$ cat src/bssc_pkg.sv
// Shared types and constants for the BLDC six-step startup controller.
package bssc_pkg;

  // Fixed tuning constants of the startup sequence.
  localparam int PWM_MAX    = 1023;
  localparam int MIN_SPEED  = 1000;
  localparam int RAMP_STEP  = 50;
  localparam int START_RPM  = 200;
  localparam int RPM_WINDOW = 250;

  // Request types.
  localparam logic [3:0] REQ_START   = 4'd0;
  localparam logic [3:0] REQ_STOP    = 4'd1;
  localparam logic [3:0] REQ_PWM     = 4'd2;
  localparam logic [3:0] REQ_SYSTICK = 4'd3;
  localparam logic [3:0] REQ_CURRENT = 4'd4;
  localparam logic [3:0] REQ_TEMP    = 4'd5;
  localparam logic [3:0] REQ_VBUS    = 4'd6;
  localparam logic [3:0] REQ_BREAK   = 4'd7;
  localparam logic [3:0] REQ_SPEED   = 4'd8;

  // ADC request codes.
  localparam logic [2:0] ADC_NONE = 3'd0;
  localparam logic [2:0] ADC_VBUS = 3'd1;
  localparam logic [2:0] ADC_TEMP = 3'd2;
  localparam logic [2:0] ADC_CUR3 = 3'd5;

  // Configuration register indexes.
  localparam logic [2:0] CFG_STARTUP_DUTY = 3'd0;
  localparam logic [2:0] CFG_TRIP_CURRENT = 3'd1;
  localparam logic [2:0] CFG_TRIP_TEMP    = 3'd2;
  localparam logic [2:0] CFG_MIN_CURRENT  = 3'd3;
  localparam logic [2:0] CFG_MAX_CURRENT  = 3'd4;
  localparam logic [2:0] CFG_DUTY_GAIN    = 3'd5;
  localparam logic [2:0] CFG_POLE_PAIRS   = 3'd6;
  localparam logic [2:0] CFG_REVS_RAMP    = 3'd7;

  localparam logic [9:0] STARTUP_DUTY_RST = 10'd200;

  // Configuration register contents.
  typedef struct packed {
    logic [9:0]  startup_duty;
    logic [18:0] trip_current_ma;
    logic [7:0]  trip_temp_c;
    logic [18:0] min_start_current_ma;
    logic [18:0] max_start_current_ma;
    logic [9:0]  duty_gain;
    logic [7:0]  pole_pairs;
    logic [7:0]  revs_per_ramp;
  } cfg_t;

  // One request.
  typedef struct packed {
    logic [3:0]         req_type;
    logic               center_flag;
    logic signed [19:0] sample_value;
  } req_t;

  // One result.
  typedef struct packed {
    logic [1:0]  run_mode;
    logic [2:0]  commutation_step;
    logic [1:0]  driven_phase;
    logic [2:0]  leg_enable_mask;
    logic [9:0]  duty;
    logic [1:0]  sense_leg;
    logic [2:0]  adc_request;
    logic [3:0]  fault_flags;
    logic [15:0] measured_rpm;
    logic [15:0] ramp_rpm;
    logic        freewheel;
  } res_t;

endpackage

$ cat src/bssc_req_if.sv
// Request channel interface.
interface bssc_req_if;
  logic               valid;
  logic               ready;
  logic [3:0]         req_type;
  logic               center_flag;
  logic signed [19:0] sample_value;

  modport source (output valid, output req_type, output center_flag,
                  output sample_value, input ready);
  modport sink (input valid, input req_type, input center_flag,
                input sample_value, output ready);
endinterface

$ cat src/bssc_res_if.sv
// Result channel interface.
interface bssc_res_if;
  logic        valid;
  logic        ready;
  logic [1:0]  run_mode;
  logic [2:0]  commutation_step;
  logic [1:0]  driven_phase;
  logic [2:0]  leg_enable_mask;
  logic [9:0]  duty;
  logic [1:0]  sense_leg;
  logic [2:0]  adc_request;
  logic [3:0]  fault_flags;
  logic [15:0] measured_rpm;
  logic [15:0] ramp_rpm;
  logic        freewheel;

  modport source (output valid, output run_mode, output commutation_step,
                  output driven_phase, output leg_enable_mask, output duty,
                  output sense_leg, output adc_request, output fault_flags,
                  output measured_rpm, output ramp_rpm, output freewheel,
                  input ready);
  modport sink (input valid, input run_mode, input commutation_step,
                input driven_phase, input leg_enable_mask, input duty,
                input sense_leg, input adc_request, input fault_flags,
                input measured_rpm, input ramp_rpm, input freewheel,
                output ready);
endinterface

$ cat src/bssc_cfg.sv
// Configuration register file of the startup controller.
module bssc_cfg (
  input  logic             clk,
  input  logic             rst,
  input  logic             cfg_wen,
  input  logic [2:0]       cfg_index,
  input  logic [18:0]      cfg_data,
  output bssc_pkg::cfg_t   cfg
);

  // Register writes, one register per write.
  always_ff @(posedge clk) begin
    if (rst) begin
      cfg.startup_duty         <= bssc_pkg::STARTUP_DUTY_RST;
      cfg.trip_current_ma      <= 19'd20000;
      cfg.trip_temp_c          <= 8'd90;
      cfg.min_start_current_ma <= 19'd500;
      cfg.max_start_current_ma <= 19'd5000;
      cfg.duty_gain            <= 10'd10;
      cfg.pole_pairs           <= 8'd7;
      cfg.revs_per_ramp        <= 8'd4;
    end else if (cfg_wen) begin
      unique case (cfg_index)
        bssc_pkg::CFG_STARTUP_DUTY: cfg.startup_duty <= cfg_data[9:0];
        bssc_pkg::CFG_TRIP_CURRENT: cfg.trip_current_ma <= cfg_data;
        bssc_pkg::CFG_TRIP_TEMP:    cfg.trip_temp_c <= cfg_data[7:0];
        bssc_pkg::CFG_MIN_CURRENT:  cfg.min_start_current_ma <= cfg_data;
        bssc_pkg::CFG_MAX_CURRENT:  cfg.max_start_current_ma <= cfg_data;
        bssc_pkg::CFG_DUTY_GAIN:    cfg.duty_gain <= cfg_data[9:0];
        bssc_pkg::CFG_POLE_PAIRS:   cfg.pole_pairs <= cfg_data[7:0];
        bssc_pkg::CFG_REVS_RAMP:    cfg.revs_per_ramp <= cfg_data[7:0];
        default: ;
      endcase
    end
  end

endmodule

$ cat src/bssc_core.sv
// Motor control state and its combinational update for one request.
module bssc_core (
  input  logic            clk,
  input  logic            rst,
  input  logic            en,
  input  bssc_pkg::cfg_t  cfg,
  input  bssc_pkg::req_t  req,
  output bssc_pkg::res_t  res
);

  typedef enum logic [2:0] {
    MODE_IDLE   = 3'b001,
    MODE_OPEN   = 3'b010,
    MODE_CLOSED = 3'b100
  } mode_t;

  typedef struct packed {
    mode_t       mode;
    logic [2:0]  step;
    logic [9:0]  duty;
    logic        speed_neg;
    logic [2:0]  adc_slot;
    logic [7:0]  pole_tally;
    logic [15:0] rev_tally;
    logic [7:0]  ramp_tally;
    logic [7:0]  window_tally;
    logic [15:0] rpm;
    logic [15:0] ramp_target;
    logic [3:0]  fault;
    logic [1:0]  sense_leg;
  } state_t;

  // Reset state; the fault register is cleared only by rst.
  function automatic state_t cleared(input logic [9:0] duty, input logic [3:0] fault);
    state_t c;
    c.mode         = MODE_IDLE;
    c.step         = 3'd1;
    c.duty         = duty;
    c.speed_neg    = 1'b0;
    c.adc_slot     = 3'd0;
    c.pole_tally   = 8'd0;
    c.rev_tally    = 16'd0;
    c.ramp_tally   = 8'd0;
    c.window_tally = 8'd0;
    c.rpm          = 16'd0;
    c.ramp_target  = 16'(bssc_pkg::START_RPM);
    c.fault        = fault;
    c.sense_leg    = 2'd0;
    return c;
  endfunction

  function automatic logic [1:0] mode_code(input mode_t m);
    logic [1:0] c;
    unique case (m)
      MODE_OPEN:   c = 2'd1;
      MODE_CLOSED: c = 2'd2;
      default:     c = 2'd0;
    endcase
    return c;
  endfunction

  // Six-step tables: driven phase, enabled legs and sense leg per step.
  function automatic logic [1:0] phase_of(input logic [2:0] s);
    logic [1:0] p;
    case (s)
      3'd1, 3'd2: p = 2'd1;
      3'd3, 3'd4: p = 2'd2;
      3'd5, 3'd6: p = 2'd3;
      default:    p = 2'd0;
    endcase
    return p;
  endfunction

  function automatic logic [2:0] mask_of(input logic [2:0] s);
    logic [2:0] m;
    case (s)
      3'd1, 3'd4: m = 3'd3;
      3'd2, 3'd5: m = 3'd5;
      3'd3, 3'd6: m = 3'd6;
      default:    m = 3'd0;
    endcase
    return m;
  endfunction

  function automatic logic [1:0] sense_of(input logic [2:0] s);
    logic [1:0] l;
    case (s)
      3'd1, 3'd6: l = 2'd2;
      3'd2, 3'd3: l = 2'd3;
      3'd4, 3'd5: l = 2'd1;
      default:    l = 2'd0;
    endcase
    return l;
  endfunction

  state_t      st;
  state_t      st_next;
  logic        stop;
  logic [3:0]  fault_set;
  logic [2:0]  adc;
  logic        fw;
  logic [19:0] mag;
  logic [7:0]  temp;
  logic [10:0] duty_sum;
  logic [7:0]  ramp_inc;
  logic [16:0] ramp_sum;

  // State register, updated when a request completes.
  always_ff @(posedge clk) begin
    if (rst) begin
      st <= cleared(bssc_pkg::STARTUP_DUTY_RST, 4'd0);
    end else if (en) begin
      st <= st_next;
    end
  end

  // Sample magnitude, saturated temperature and partial sums.
  always_comb begin
    mag      = req.sample_value[19] ? (~req.sample_value + 20'd1) : req.sample_value;
    temp     = req.sample_value[19] ? 8'd0 :
               (|req.sample_value[18:8]) ? 8'hFF : req.sample_value[7:0];
    duty_sum = {1'b0, st.duty} + {1'b0, cfg.duty_gain};
    ramp_inc = st.ramp_tally + 8'd1;
    ramp_sum = {1'b0, st.ramp_target} + 17'(bssc_pkg::RAMP_STEP);
  end

  // Next state for the request.
  always_comb begin
    st_next   = st;
    stop      = 1'b0;
    fault_set = 4'd0;
    adc       = bssc_pkg::ADC_NONE;
    fw        = 1'b0;
    unique case (req.req_type) inside
      bssc_pkg::REQ_START: begin
        st_next.mode = MODE_OPEN;
      end
      bssc_pkg::REQ_STOP, bssc_pkg::REQ_BREAK: begin
        stop = 1'b1;
      end
      bssc_pkg::REQ_PWM: begin
        if (st.mode == MODE_OPEN) begin
          if (!req.center_flag) begin
            // Alternate bus voltage and temperature conversions.
            if (st.adc_slot == 3'd0) begin
              adc = bssc_pkg::ADC_VBUS;
              st_next.adc_slot = 3'd1;
            end else if (st.adc_slot == 3'd1) begin
              adc = bssc_pkg::ADC_TEMP;
              st_next.adc_slot = 3'd0;
            end else begin
              st_next.adc_slot = 3'd0;
            end
            // Commutate in the direction of the speed reference.
            st_next.sense_leg = sense_of(st.step);
            if (st.speed_neg) begin
              st_next.step = (st.step <= 3'd1) ? 3'd6 : st.step - 3'd1;
            end else begin
              st_next.step = (st.step >= 3'd6) ? 3'd1 : st.step + 3'd1;
            end
            // Pole, revolution and ramp counting.
            if ({1'b0, st.pole_tally} + 9'd1 < {1'b0, cfg.pole_pairs}) begin
              st_next.pole_tally = st.pole_tally + 8'd1;
            end else begin
              st_next.pole_tally = 8'd0;
              if (st.rev_tally != 16'hFFFF) begin
                st_next.rev_tally = st.rev_tally + 16'd1;
              end
              if ({1'b0, ramp_inc} + 9'd1 >= {1'b0, cfg.revs_per_ramp}) begin
                st_next.ramp_tally = 8'd0;
                if (st.ramp_target < 16'(bssc_pkg::MIN_SPEED)) begin
                  st_next.ramp_target = ramp_sum[16] ? 16'hFFFF : ramp_sum[15:0];
                end else begin
                  st_next.mode = MODE_CLOSED;
                end
              end else begin
                st_next.ramp_tally = ramp_inc;
              end
            end
          end else if (st.sense_leg != 2'd0) begin
            // Current channel of the sense leg: codes follow temperature.
            adc = bssc_pkg::ADC_TEMP + 3'(st.sense_leg);
          end
        end else if (st.mode == MODE_CLOSED) begin
          stop = 1'b1;
        end
      end
      bssc_pkg::REQ_SYSTICK: begin
        // Round-robin ADC requests while idle.
        if (st.mode == MODE_IDLE) begin
          if (st.adc_slot <= 3'd3) begin
            adc = st.adc_slot + 3'd1;
            st_next.adc_slot = st.adc_slot + 3'd1;
          end else if (st.adc_slot == 3'd4) begin
            adc = bssc_pkg::ADC_CUR3;
            st_next.adc_slot = 3'd0;
          end else begin
            st_next.adc_slot = 3'd0;
          end
        end
        // Speed measurement window; rpm is four times the revolutions.
        if (st.window_tally < 8'(bssc_pkg::RPM_WINDOW)) begin
          st_next.window_tally = st.window_tally + 8'd1;
        end else begin
          st_next.rpm = (|st.rev_tally[15:14]) ? 16'hFFFF : {st.rev_tally[13:0], 2'b00};
          st_next.rev_tally = 16'd0;
          st_next.window_tally = 8'd0;
        end
      end
      bssc_pkg::REQ_CURRENT: begin
        if (mag > {1'b0, cfg.trip_current_ma}) begin
          fault_set = 4'b0100;
          stop = 1'b1;
        end else if (st.mode == MODE_OPEN) begin
          // Startup duty regulation from current magnitude.
          if (mag < {1'b0, cfg.min_start_current_ma}) begin
            st_next.duty = (duty_sum < 11'(bssc_pkg::PWM_MAX)) ? duty_sum[9:0] :
                           10'(bssc_pkg::PWM_MAX);
          end else if (mag > {1'b0, cfg.max_start_current_ma}) begin
            st_next.duty = (st.duty > cfg.duty_gain) ? st.duty - cfg.duty_gain : 10'd0;
            fw = 1'b1;
          end
        end
      end
      bssc_pkg::REQ_TEMP: begin
        if (temp > cfg.trip_temp_c) begin
          fault_set = 4'b1000;
          stop = 1'b1;
        end
      end
      bssc_pkg::REQ_VBUS: begin
        // Bus voltage is sampled but drives nothing here.
      end
      bssc_pkg::REQ_SPEED: begin
        // Only the sign is kept, and zero counts as positive.
        st_next.speed_neg = req.sample_value[19];
      end
      default: ;
    endcase

    // Stopping records the mode in the faults and idles at startup duty.
    if (stop) begin
      fw = 1'b1;
      st_next = cleared(cfg.startup_duty,
                        st.fault | fault_set | {2'b00, mode_code(st.mode)});
    end
  end

  // Result fields from the state after the request.
  always_comb begin
    res.run_mode         = mode_code(st_next.mode);
    res.commutation_step = st_next.step;
    res.driven_phase     = (st_next.mode != MODE_IDLE) ? phase_of(st_next.step) : 2'd0;
    res.leg_enable_mask  = (st_next.mode != MODE_IDLE) ? mask_of(st_next.step) : 3'd0;
    res.duty             = st_next.duty;
    res.sense_leg        = st_next.sense_leg;
    res.adc_request      = adc;
    res.fault_flags      = st_next.fault;
    res.measured_rpm     = st_next.rpm;
    res.ramp_rpm         = st_next.ramp_target;
    res.freewheel        = fw;
  end

endmodule

$ cat src/bldc_six_step_startup_controller.sv
// A request taken into the request register passes the core state update into the result register.
// Throughput: one request per cycle; while a finished result waits to be taken, the request
// register still takes one more request, and then the input stalls until the result drains.
// The combinational state update between those registers sets the rate.
// Reset (rst, synchronous) loads the default configuration, idles the motor and clears faults.
module bldc_six_step_startup_controller (
  input  logic          clk,
  input  logic          rst,
  input  logic          cfg_wen,
  input  logic [2:0]    cfg_index,
  input  logic [18:0]   cfg_data,
  bssc_req_if.sink      req,
  bssc_res_if.source    res
);

  bssc_pkg::cfg_t cfg;
  bssc_pkg::req_t req_reg;
  bssc_pkg::res_t res_core;
  bssc_pkg::res_t res_reg;
  logic           req_valid;
  logic           res_valid;
  logic           advance;

  bssc_cfg u_cfg (
    .clk       (clk),
    .rst       (rst),
    .cfg_wen   (cfg_wen),
    .cfg_index (cfg_index),
    .cfg_data  (cfg_data),
    .cfg       (cfg)
  );

  bssc_core u_core (
    .clk (clk),
    .rst (rst),
    .en  (advance),
    .cfg (cfg),
    .req (req_reg),
    .res (res_core)
  );

  // The held request completes when the result register is free or drained.
  assign advance   = req_valid && (!res_valid || res.ready);
  assign req.ready = !req_valid || advance;

  // Request register.
  always_ff @(posedge clk) begin
    if (rst) begin
      req_valid <= 1'b0;
    end else if (req.valid && req.ready) begin
      req_valid <= 1'b1;
    end else if (advance) begin
      req_valid <= 1'b0;
    end
  end

  always_ff @(posedge clk) begin
    if (req.valid && req.ready) begin
      req_reg.req_type     <= req.req_type;
      req_reg.center_flag  <= req.center_flag;
      req_reg.sample_value <= req.sample_value;
    end
  end

  // Result register.
  always_ff @(posedge clk) begin
    if (rst) begin
      res_valid <= 1'b0;
    end else if (advance) begin
      res_valid <= 1'b1;
    end else if (res.ready) begin
      res_valid <= 1'b0;
    end
  end

  always_ff @(posedge clk) begin
    if (advance) begin
      res_reg <= res_core;
    end
  end

  // Result channel drive.
  assign res.valid            = res_valid;
  assign res.run_mode         = res_reg.run_mode;
  assign res.commutation_step = res_reg.commutation_step;
  assign res.driven_phase     = res_reg.driven_phase;
  assign res.leg_enable_mask  = res_reg.leg_enable_mask;
  assign res.duty             = res_reg.duty;
  assign res.sense_leg        = res_reg.sense_leg;
  assign res.adc_request      = res_reg.adc_request;
  assign res.fault_flags      = res_reg.fault_flags;
  assign res.measured_rpm     = res_reg.measured_rpm;
  assign res.ramp_rpm         = res_reg.ramp_rpm;
  assign res.freewheel        = res_reg.freewheel;

endmodule
$ cat src/flat_wrapper.sv
// flat-port wrapper written by rule: the top's interface ports become plain ports
module bldc_six_step_startup_controller_flat 
  (clk, rst, cfg_wen, cfg_index, cfg_data, req_valid, req_req_type, req_center_flag, req_sample_value, req_ready, res_valid, res_run_mode, res_commutation_step, res_driven_phase, res_leg_enable_mask, res_duty, res_sense_leg, res_adc_request, res_fault_flags, res_measured_rpm, res_ramp_rpm, res_freewheel, res_ready);
  bssc_req_if req_i ();
  bssc_res_if res_i ();
  input  logic clk;
  input  logic rst;
  input  logic cfg_wen;
  input  logic [2:0] cfg_index;
  input  logic [18:0] cfg_data;
  input wire logic [$bits(req_i.valid)-1:0] req_valid;
  input wire logic [$bits(req_i.req_type)-1:0] req_req_type;
  input wire logic [$bits(req_i.center_flag)-1:0] req_center_flag;
  input wire logic [$bits(req_i.sample_value)-1:0] req_sample_value;
  output wire logic [$bits(req_i.ready)-1:0] req_ready;
  output wire logic [$bits(res_i.valid)-1:0] res_valid;
  output wire logic [$bits(res_i.run_mode)-1:0] res_run_mode;
  output wire logic [$bits(res_i.commutation_step)-1:0] res_commutation_step;
  output wire logic [$bits(res_i.driven_phase)-1:0] res_driven_phase;
  output wire logic [$bits(res_i.leg_enable_mask)-1:0] res_leg_enable_mask;
  output wire logic [$bits(res_i.duty)-1:0] res_duty;
  output wire logic [$bits(res_i.sense_leg)-1:0] res_sense_leg;
  output wire logic [$bits(res_i.adc_request)-1:0] res_adc_request;
  output wire logic [$bits(res_i.fault_flags)-1:0] res_fault_flags;
  output wire logic [$bits(res_i.measured_rpm)-1:0] res_measured_rpm;
  output wire logic [$bits(res_i.ramp_rpm)-1:0] res_ramp_rpm;
  output wire logic [$bits(res_i.freewheel)-1:0] res_freewheel;
  input wire logic [$bits(res_i.ready)-1:0] res_ready;
  assign req_i.valid = req_valid;
  assign req_i.req_type = req_req_type;
  assign req_i.center_flag = req_center_flag;
  assign req_i.sample_value = req_sample_value;
  assign req_ready = req_i.ready;
  assign res_valid = res_i.valid;
  assign res_run_mode = res_i.run_mode;
  assign res_commutation_step = res_i.commutation_step;
  assign res_driven_phase = res_i.driven_phase;
  assign res_leg_enable_mask = res_i.leg_enable_mask;
  assign res_duty = res_i.duty;
  assign res_sense_leg = res_i.sense_leg;
  assign res_adc_request = res_i.adc_request;
  assign res_fault_flags = res_i.fault_flags;
  assign res_measured_rpm = res_i.measured_rpm;
  assign res_ramp_rpm = res_i.ramp_rpm;
  assign res_freewheel = res_i.freewheel;
  assign res_i.ready = res_ready;
  bldc_six_step_startup_controller u_core (.clk(clk), .rst(rst), .cfg_wen(cfg_wen), .cfg_index(cfg_index), .cfg_data(cfg_data), .req(req_i), .res(res_i));
endmodule
$ cat config.mk
export PLATFORM = sky130hd
export DESIGN_NAME = bldc_six_step_startup_controller_flat
export DESIGN_NICKNAME = d
export VERILOG_FILES = /design/src/bssc_pkg.sv /design/src/bssc_req_if.sv /design/src/bssc_res_if.sv /design/src/bssc_cfg.sv /design/src/bssc_core.sv /design/src/bldc_six_step_startup_controller.sv /design/src/flat_wrapper.sv
export SDC_FILE = /design/constraint.sdc
export NUM_CORES = 1
export LEC_CHECK = 0
export BUFFER_PORTS_ARGS = -buffer_cell sky130_fd_sc_hd__buf_2
export CAP_MARGIN = 20
export CORE_MARGIN = 2
export CORE_UTILIZATION = 60
export CTS_CLUSTER_SIZE = 30
export DETAILED_ROUTE_END_ITERATION = 8
export PLACE_DENSITY_LB_ADDON = 0.12
export RECOVER_POWER = 100
export SLEW_MARGIN = 40
export SYNTH_ARGS = -nofsm -noshare
export SYNTH_HDL_FRONTEND = slang
export SYNTH_HIERARCHICAL = 1
export SYNTH_SLANG_ARGS = --single-unit
export TNS_END_PERCENT = 100
$ cat constraint.sdc
create_clock -name clk -period 8.39 [get_ports clk]
set_clock_uncertainty 0.2 [all_clocks]
set_input_delay 0.4195 -clock clk [delete_from_list [all_inputs] [get_ports clk]]
set_output_delay 0.4195 -clock clk [all_outputs]
set_load 0.1 [all_outputs]
==> results of run 1 <==
per-layer routing:
layer	share of wire	global-route usage	vias up
li1	-	-	6668
met4	0.021	0.0614	0
met1	0.48	0.387	6465
met2	0.44	0.423	381
met5	0	0	-
met3	0.055	0.0361	57
layout make-up:
class | instances | area [um^2]
clock buffer | 44 | 897
clock inverter | 11 | 75.1
fill | 2292 | 9280
inverter | 126 | 473
multi-input combinational | 1289 | 9060
sequential | 288 | 6640
tap | 378 | 473
timing repair buffer | 175 | 1040
worst paths after layout:
check | startpoint | cells past startpoint | end
max | res_ready | 8 | u_core/u_core/st[8]
min | cfg_data[6] | 3 | u_core/u_cfg/cfg[97]
max reg2reg | u_core/req_reg[9] | 14 | u_core/u_core/st[12]
min reg2reg | u_core/u_core/st[4] | 2 | u_core/u_core/st[4]
power groups by stage:
stage / registers [uW] / clock network, uW / logic, uW
global route: 1500 / 1390 / 530
global placement: 1520 / 0 / 460
finish: 1490 / 1300 / 491
CTS: 1490 / 1330 / 489
floorplan: 1610 / 0 / 278
detailed placement: 1520 / 0 / 472
cell usage after synthesis, types with 6 or more instances:
| cell type | instances |
|---|---|
| edfxtp_1 | 87 |
| or4_1 | 7 |
| nor4_1 | 9 |
| a211oi_1 | 25 |
| mux2i_1 | 128 |
| nand4_1 | 16 |
| o31ai_1 | 8 |
| ha_1 | 115 |
| nand3_1 | 35 |
| or2_2 | 6 |
| nor3_1 | 34 |
| dfxtp_1 | 201 |
| nor2_1 | 182 |
| clkbuf_8 | 7 |
| xnor2_1 | 35 |
| o41ai_1 | 8 |
| nor2b_1 | 12 |
| nand3b_1 | 7 |
| and3_1 | 36 |
| o21a_1 | 13 |
| buf_2 | 25 |
| a311oi_1 | 18 |
| o211ai_1 | 11 |
| a21o_1 | 16 |
| o21ai_0 | 59 |
| and2_1 | 17 |
| nand2b_1 | 107 |
| o2111ai_1 | 6 |
| a211o_1 | 10 |
| or3_1 | 19 |
| inv_1 | 126 |
| buf_6 | 6 |
| nand2_1 | 88 |
| clkbuf_1 | 56 |
| a21oi_1 | 100 |
| buf_4 | 54 |
| xor2_1 | 23 |
| a31oi_1 | 14 |
timing repair:
action	CTS	global route
buffers inserted	0	0
hold endpoints to repair	61	0
hold buffers	42	0
critical path, stage by stage:
cell           delay, ns
dlygate4sd3_1       0.55
buf_2               0.11
nand2b_1            0.12
and2_0              0.15
clkbuf_1            2.47
clkbuf_1            2.05
o21ai_0             0.42
a32o_1              0.42
per-stage QoR:
stage	power [uW]	util	hold slack, ns
5_1_grt	3410	0.668	0.0433
2_1_floorplan	1890	-	0.228
3_5_place_dp	1990	0.624	0.252
6_report	3290	0.668	0.0630
3_3_place_gp	1980	0.621	0.240
4_1_cts	3310	0.673	0.0185
cell families (layout without fill, tap and decap cells):
group,count (synthesis),after routing,synth area share
simple gates,620,620,0.192
compound gates,365,365,0.147
flops,288,288,0.389
buf+inv,275,356,0.0809
mux,129,129,0.0757
fa+ha+maj,117,117,0.0866
xor+xnor,58,58,0.0297
==> summary.md, run 1 <==
| Metric | Value |
|---|---|
| Outcome | `finished, violations left` |
| Failing checks | `capacitance limit, slew limit` |
| Placed inst area | `0.0174 mm^2` |
| IO Count | `116` |
| Sink Count | `288` |
| Fmax | `154 MHz` |
| Placed insts | `2214` |
| Clock network fraction of design power | `0.396` |
| Total number of vias | `13.6k` |
| Setup WS pre-CTS | `2.65 ns` |
| Number of remaining DRC errors | `0` |
| Reg power frac | `0.454` |
| Initial Util | `0.611` |
| Die height | `173 um` |
| Worst EP required | `8.63 ns` |
| Critical Path Sink Type | `flop` |
| Final instance area | `0.0187 mm^2` |
| Initial antenna violation count | `0` |
| Global-route wire length before repair | `65800 um` |
| Syn Std Cell Area | `0.0171 mm^2` |
| CTS buffer count | `30` |
| Setup TNS | `0 ns` |
| Area Growth Syn to Fin | `9.25%` |
| Nets | `2079` |
| Synth top area share | `0.236` |
| CTS Root Cell | `clkbuf_16` |
| Routed len/inst | `17.8 um` |
| Post-Synthesis Cells | `1852` |
| Most common flop cell mapped by yosys | `dfxtp_1` |
| Synthesis-stage register bit count | `288` |
| Slew margin rel. | `-1.36` |
| Crit path max fanout | `63` |
| Die ar. | `0.0298 mm^2` |
| Final setup viols | `0` |
| Total net switching power | `893 uW` |
| Peak supply drop | `0.205 mV` |
| Core area | `0.0279 mm^2` |
| Post-synthesis sequential area ratio | `0.389` |
| Final worst slack | `1.88 ns` |
| Buffers on Ports | `115` |
| Critical path launch point type | `primary input` |
| Final ANT Viol Nets | `0` |
| Hold Vio Cnt, Final | `0` |
| Resized cells post-CTS | `0` |
| CTS tree | `built` |
| Period utilization | `0.776` |
| H-tree depth | `1` |
| RSZ-0062 raised after global routing | `no` |
| Combinational power share | `0.149` |
| Pin count of the biggest net entering global routing | `95` |
| Reg2Reg Setup Slack | `1.91 ns` |
| Average size of a mapped cell | `9.22 um^2` |
| Critical path arrival | `6.75 ns` |
| CTS Buffer Depth | `3` |
| Vias in the first global route | `12.7k` |
| Post-synth ARST share | `0` |
| DR vias/cell | `5.87` |
| Number of synthesis warnings | `6` |
| Worst min path class | `in -> reg` |
| Gr usage total | `0.266` |
| DRT Wirelength | `41100 um` |
| Power per Cell Area | `176 mW/mm^2` |
| FP Rows | `61` |
| Commonest non-fill, non-tap cell in the layout | `dfxtp_1` |
| Pre-antenna DRT Iters | `5` |
| Time the worst path needs with I/O delays and setup | `6.51 ns` |
| Syn Nets | `2021` |
| Max-Cap Viols | `6` |
| Reg clk slew, reported paths | `0.06 ns` |
| Hpwl dp | `29100 um` |
| Synth area leaders | `dfxtp_1, edfxtp_1, ha_1, mux2i_1, nor2_1` |
| Slew Limit Fails | `374` |
| Setup Crit Path Kind | `in -> reg` |
| 1st-iter DRT viols | `1164` |
| Sw Ratio | `0.272` |
| P_int | `2390 uW` |
| EDFF count, synth | `87` |
| Worst-Margin Slew | `3.54 ns` |
| Dominant cell type by area after synthesis | `dfxtp_1` |
| Share of layout cells above drive strength 1 | `0.0688` |
| Yosys cell types | `91` |
| Global route total overflow | `0` |
| Clock latency on the worst-skew pair | `0.56 ns` |
| Largest register FFs | `101` |
| GP Congestion | `0.887` |
| Antenna diodes | `0` |
| Most frequent cells in the layout | `dfxtp_1, nor2_1, mux2i_1, inv_1, ha_1` |
| Finished Layout Cells | `2311` |
| Die width | `173 um` |
| Leak pwr | `0.00767 uW` |
(Power assumes the default switching activity.)
==> run 2: changes to the inputs <==
==> constraint.sdc (replaced) <==
create_clock -name clk -period 6.69 [get_ports clk]
set_clock_uncertainty 0.2 [all_clocks]
set_input_delay 0.3345 -clock clk [delete_from_list [all_inputs] [get_ports clk]]
set_output_delay 0.3345 -clock clk [all_outputs]
set_load 0.1 [all_outputs]
==> summary.md, run 2 (synthesis gave the netlist of run 1 again) <==
| Metric | Value |
|---|---|
| Initial antenna violation count | `0 (unchanged)` |
| FP Rows | `61 (unchanged)` |
| Family with the most delay on the worst path | `simple AND/OR/NAND/NOR gates` |
| Hold Vio Cnt, Final | `0 (unchanged)` |
| Setup TNS | `0 ns (unchanged)` |
| Worst-Margin Slew | `3.59 ns (+0.0506 ns)` |
| Final-layout fill cell count | `2385 (+4.1%)` |
| Largest register FFs | `101 (unchanged)` |
| Hpwl dp | `29100 um (about the same)` |
| Setup Crit Path Kind | `reg -> reg` |
| Pre-antenna DRT Iters | `5 (unchanged)` |
| Core Util, Final | `0.671 (+0.00269)` |
| CTS Root Cell | `clkbuf_16` |
| Global route total overflow | `0 (unchanged)` |
| DR vias/cell | `5.85 (-0.40%)` |
| Vias in the first global route | `13.0k (+2.7%)` |
| Final setup viols | `0 (unchanged)` |
| Routed len/inst | `17.9 um (+0.81%)` |
| Final ANT Viol Nets | `0 (unchanged)` |
| Fmax | `162 MHz` |
| CTS buffer count | `34 (+13%)` |
| Nets | `2085 (+0.29%)` |
| IO Count | `116 (unchanged)` |
| Power per Cell Area | `224 mW/mm^2 (+27%)` |
| GP Congestion | `0.886 (-0.16%)` |
| Time the worst path needs with I/O delays and setup | `6.18 ns` |
| Sink Count | `288 (unchanged)` |
| Final worst slack | `0.514 ns (-1.37 ns)` |
| Period utilization | `0.923` |
| WP buf/inv | `1 (-3)` |
| Outcome | `finished, violations left` |
| CTS Buffer Depth | `3 (unchanged)` |
| Worst EP required | `6.72 ns (-1.91 ns)` |
| Antenna diodes | `0 (unchanged)` |
| Die height | `173 um (unchanged)` |
| Total number of vias | `13.6k (-0.052%)` |
| Worst min path class | `in -> reg` |
| Global-route wire length before repair | `67100 um (+2.1%)` |
| Slew Limit Fails | `339 (-9.4%)` |
| Die width | `173 um (unchanged)` |
| Die ar. | `0.0298 mm^2 (unchanged)` |
| Area Growth Syn to Fin | `9.69%` |
| Crit path max fanout | `24 (-62%)` |
| Core area | `0.0279 mm^2 (unchanged)` |
| H-tree depth | `2 (+1)` |
| Buffers on Ports | `115 (unchanged)` |
| Leak pwr | `0.00771 uW (+0.40%)` |
| Slowest CP cell | `nor3_1` |
| Slowest stage delay, CP | `1.14 ns (-1.33 ns)` |
| Gr usage total | `0.273 (+0.00665)` |
| CTS tree | `built` |
| Commonest non-fill, non-tap cell in the layout | `dfxtp_1` |
| Initial Util | `0.611 (unchanged)` |
| Critical path launch point type | `flop` |
| Reg clk slew, reported paths | `0.06 ns (about the same)` |
| Failing checks | `capacitance limit, slew limit` |
| Clock latency on the worst-skew pair | `0.51 ns (-0.05 ns)` |
| 1st-iter DRT viols | `1153 (-0.95%)` |
| Share of layout cells above drive strength 1 | `0.0706 (+0.00178)` |
| Critical path arrival | `6.21 ns (-0.54 ns)` |
| RSZ-0062 raised after global routing | `no` |
| Critical Path Sink Type | `flop` |
| Number of remaining DRC errors | `0 (unchanged)` |
| Most used cell, CP | `a21oi_1` |
| Setup WS pre-CTS | `0.874 ns (-1.77 ns)` |
| DRT Wirelength | `41600 um (+1.2%)` |
| Crit path cell chain | `or4_1, nor3_1, a21oi_1, ha_1, a21o_1, a21oi_1, o2111a_1, nor2_1, a211oi_1, nor2_4, buf_16, o21ai_0, nand3b_1, a21oi_1` |
| Pin count of the biggest net entering global routing | `85 (-11%)` |
| Peak supply drop | `0.178 mV (-13%)` |
| Most frequent cells in the layout | `dfxtp_1, nor2_1, mux2i_1, inv_1, ha_1` |
| Max-Cap Viols | `6 (unchanged)` |
| Slew margin rel. | `-1.39 (-0.0337)` |
==> run 2: changes by cell type in the layout (fill, tap and decap cells not counted), moves of 2 or more <==
cell / delta
clkbuf_2: +4
clkinvlp_4: +3
buf_2: +2
buf_4: -2
clkbuf_1: -2
clkbuf_16: +2
clkinv_1: +2
clkinv_2: -2
dlygate4sd3_1: +2
==> run 2: worst register-to-register path, delay by kind of cell, from the launching register on <==
kind | cells | cell delay, ns
flops | 1 | 0.44
compound gates | 7 | 2.35
fa+ha+maj | 1 | 0.35
buf+inv | 1 | 0.23
simple gates | 5 | 2.34
==> run 2: metrics by stage <==
stage	hold slack, ns	power [uW]	cell area [um^2]	cells
after CTS	0.00587	4230	18900	2319
after global routing	0.0383	4360	18700	2319
after detailed placement	0.251	2500	17400	2214
final	0.0209	4200	18700	2319
after floorplan	0.197	2370	17100	1852
after global placement	0.243	2490	17400	2211
==> run 2: report_power, final <==
group	switching (uW)	total, uW	internal (uW)
Sequential	28.6	1870	1840
Combinational	421	620	200
Clock	712	1710	994
Total	1160	4200	3040
==> run 2: final timing paths <==
check	startpoint	endpoint	slack (ns)	depth (start not counted)
worst max-delay path	u_core/req_reg[8]	u_core/u_core/st[77]	0.51	14
worst min-delay path	cfg_data[1]	u_core/u_cfg/cfg[65]	0.02	3
worst max register to register	u_core/req_reg[8]	u_core/u_core/st[77]	0.51	14
worst min register to register	u_core/u_core/st[5]	u_core/u_core/st[5]	0.27	2
==> run 2: final cells by class <==
class	instances	area [um^2]	area share
Clock buffer	47	951	0.0508
Clock inverter	14	73.8	0.00394
Inverter	126	473	0.0253
Multi-Input combinational cell	1289	9060	0.484
Sequential cell	288	6640	0.354
Tap cell	378	473	0.0253
Timing Repair Buffer	177	1060	0.0568
==> run 2: timing repair <==
item | 4_1_cts | 5_1_grt
resized for setup | 0 | 0
hold endpoints to repair | 65 | 0
setup buffers | 0 | 0
hold buffers | 44 | 0
endpoints found under the setup margin | 0 | 0
==> run 2: layer usage <==
| layer | global-route usage | share of wire |
|---|---|---|
| met1 | 0.388 | 0.47 |
| met2 | 0.443 | 0.45 |
| met3 | 0.0396 | 0.060 |
| met4 | 0.0625 | 0.017 |
| met5 | 0 | 0 |
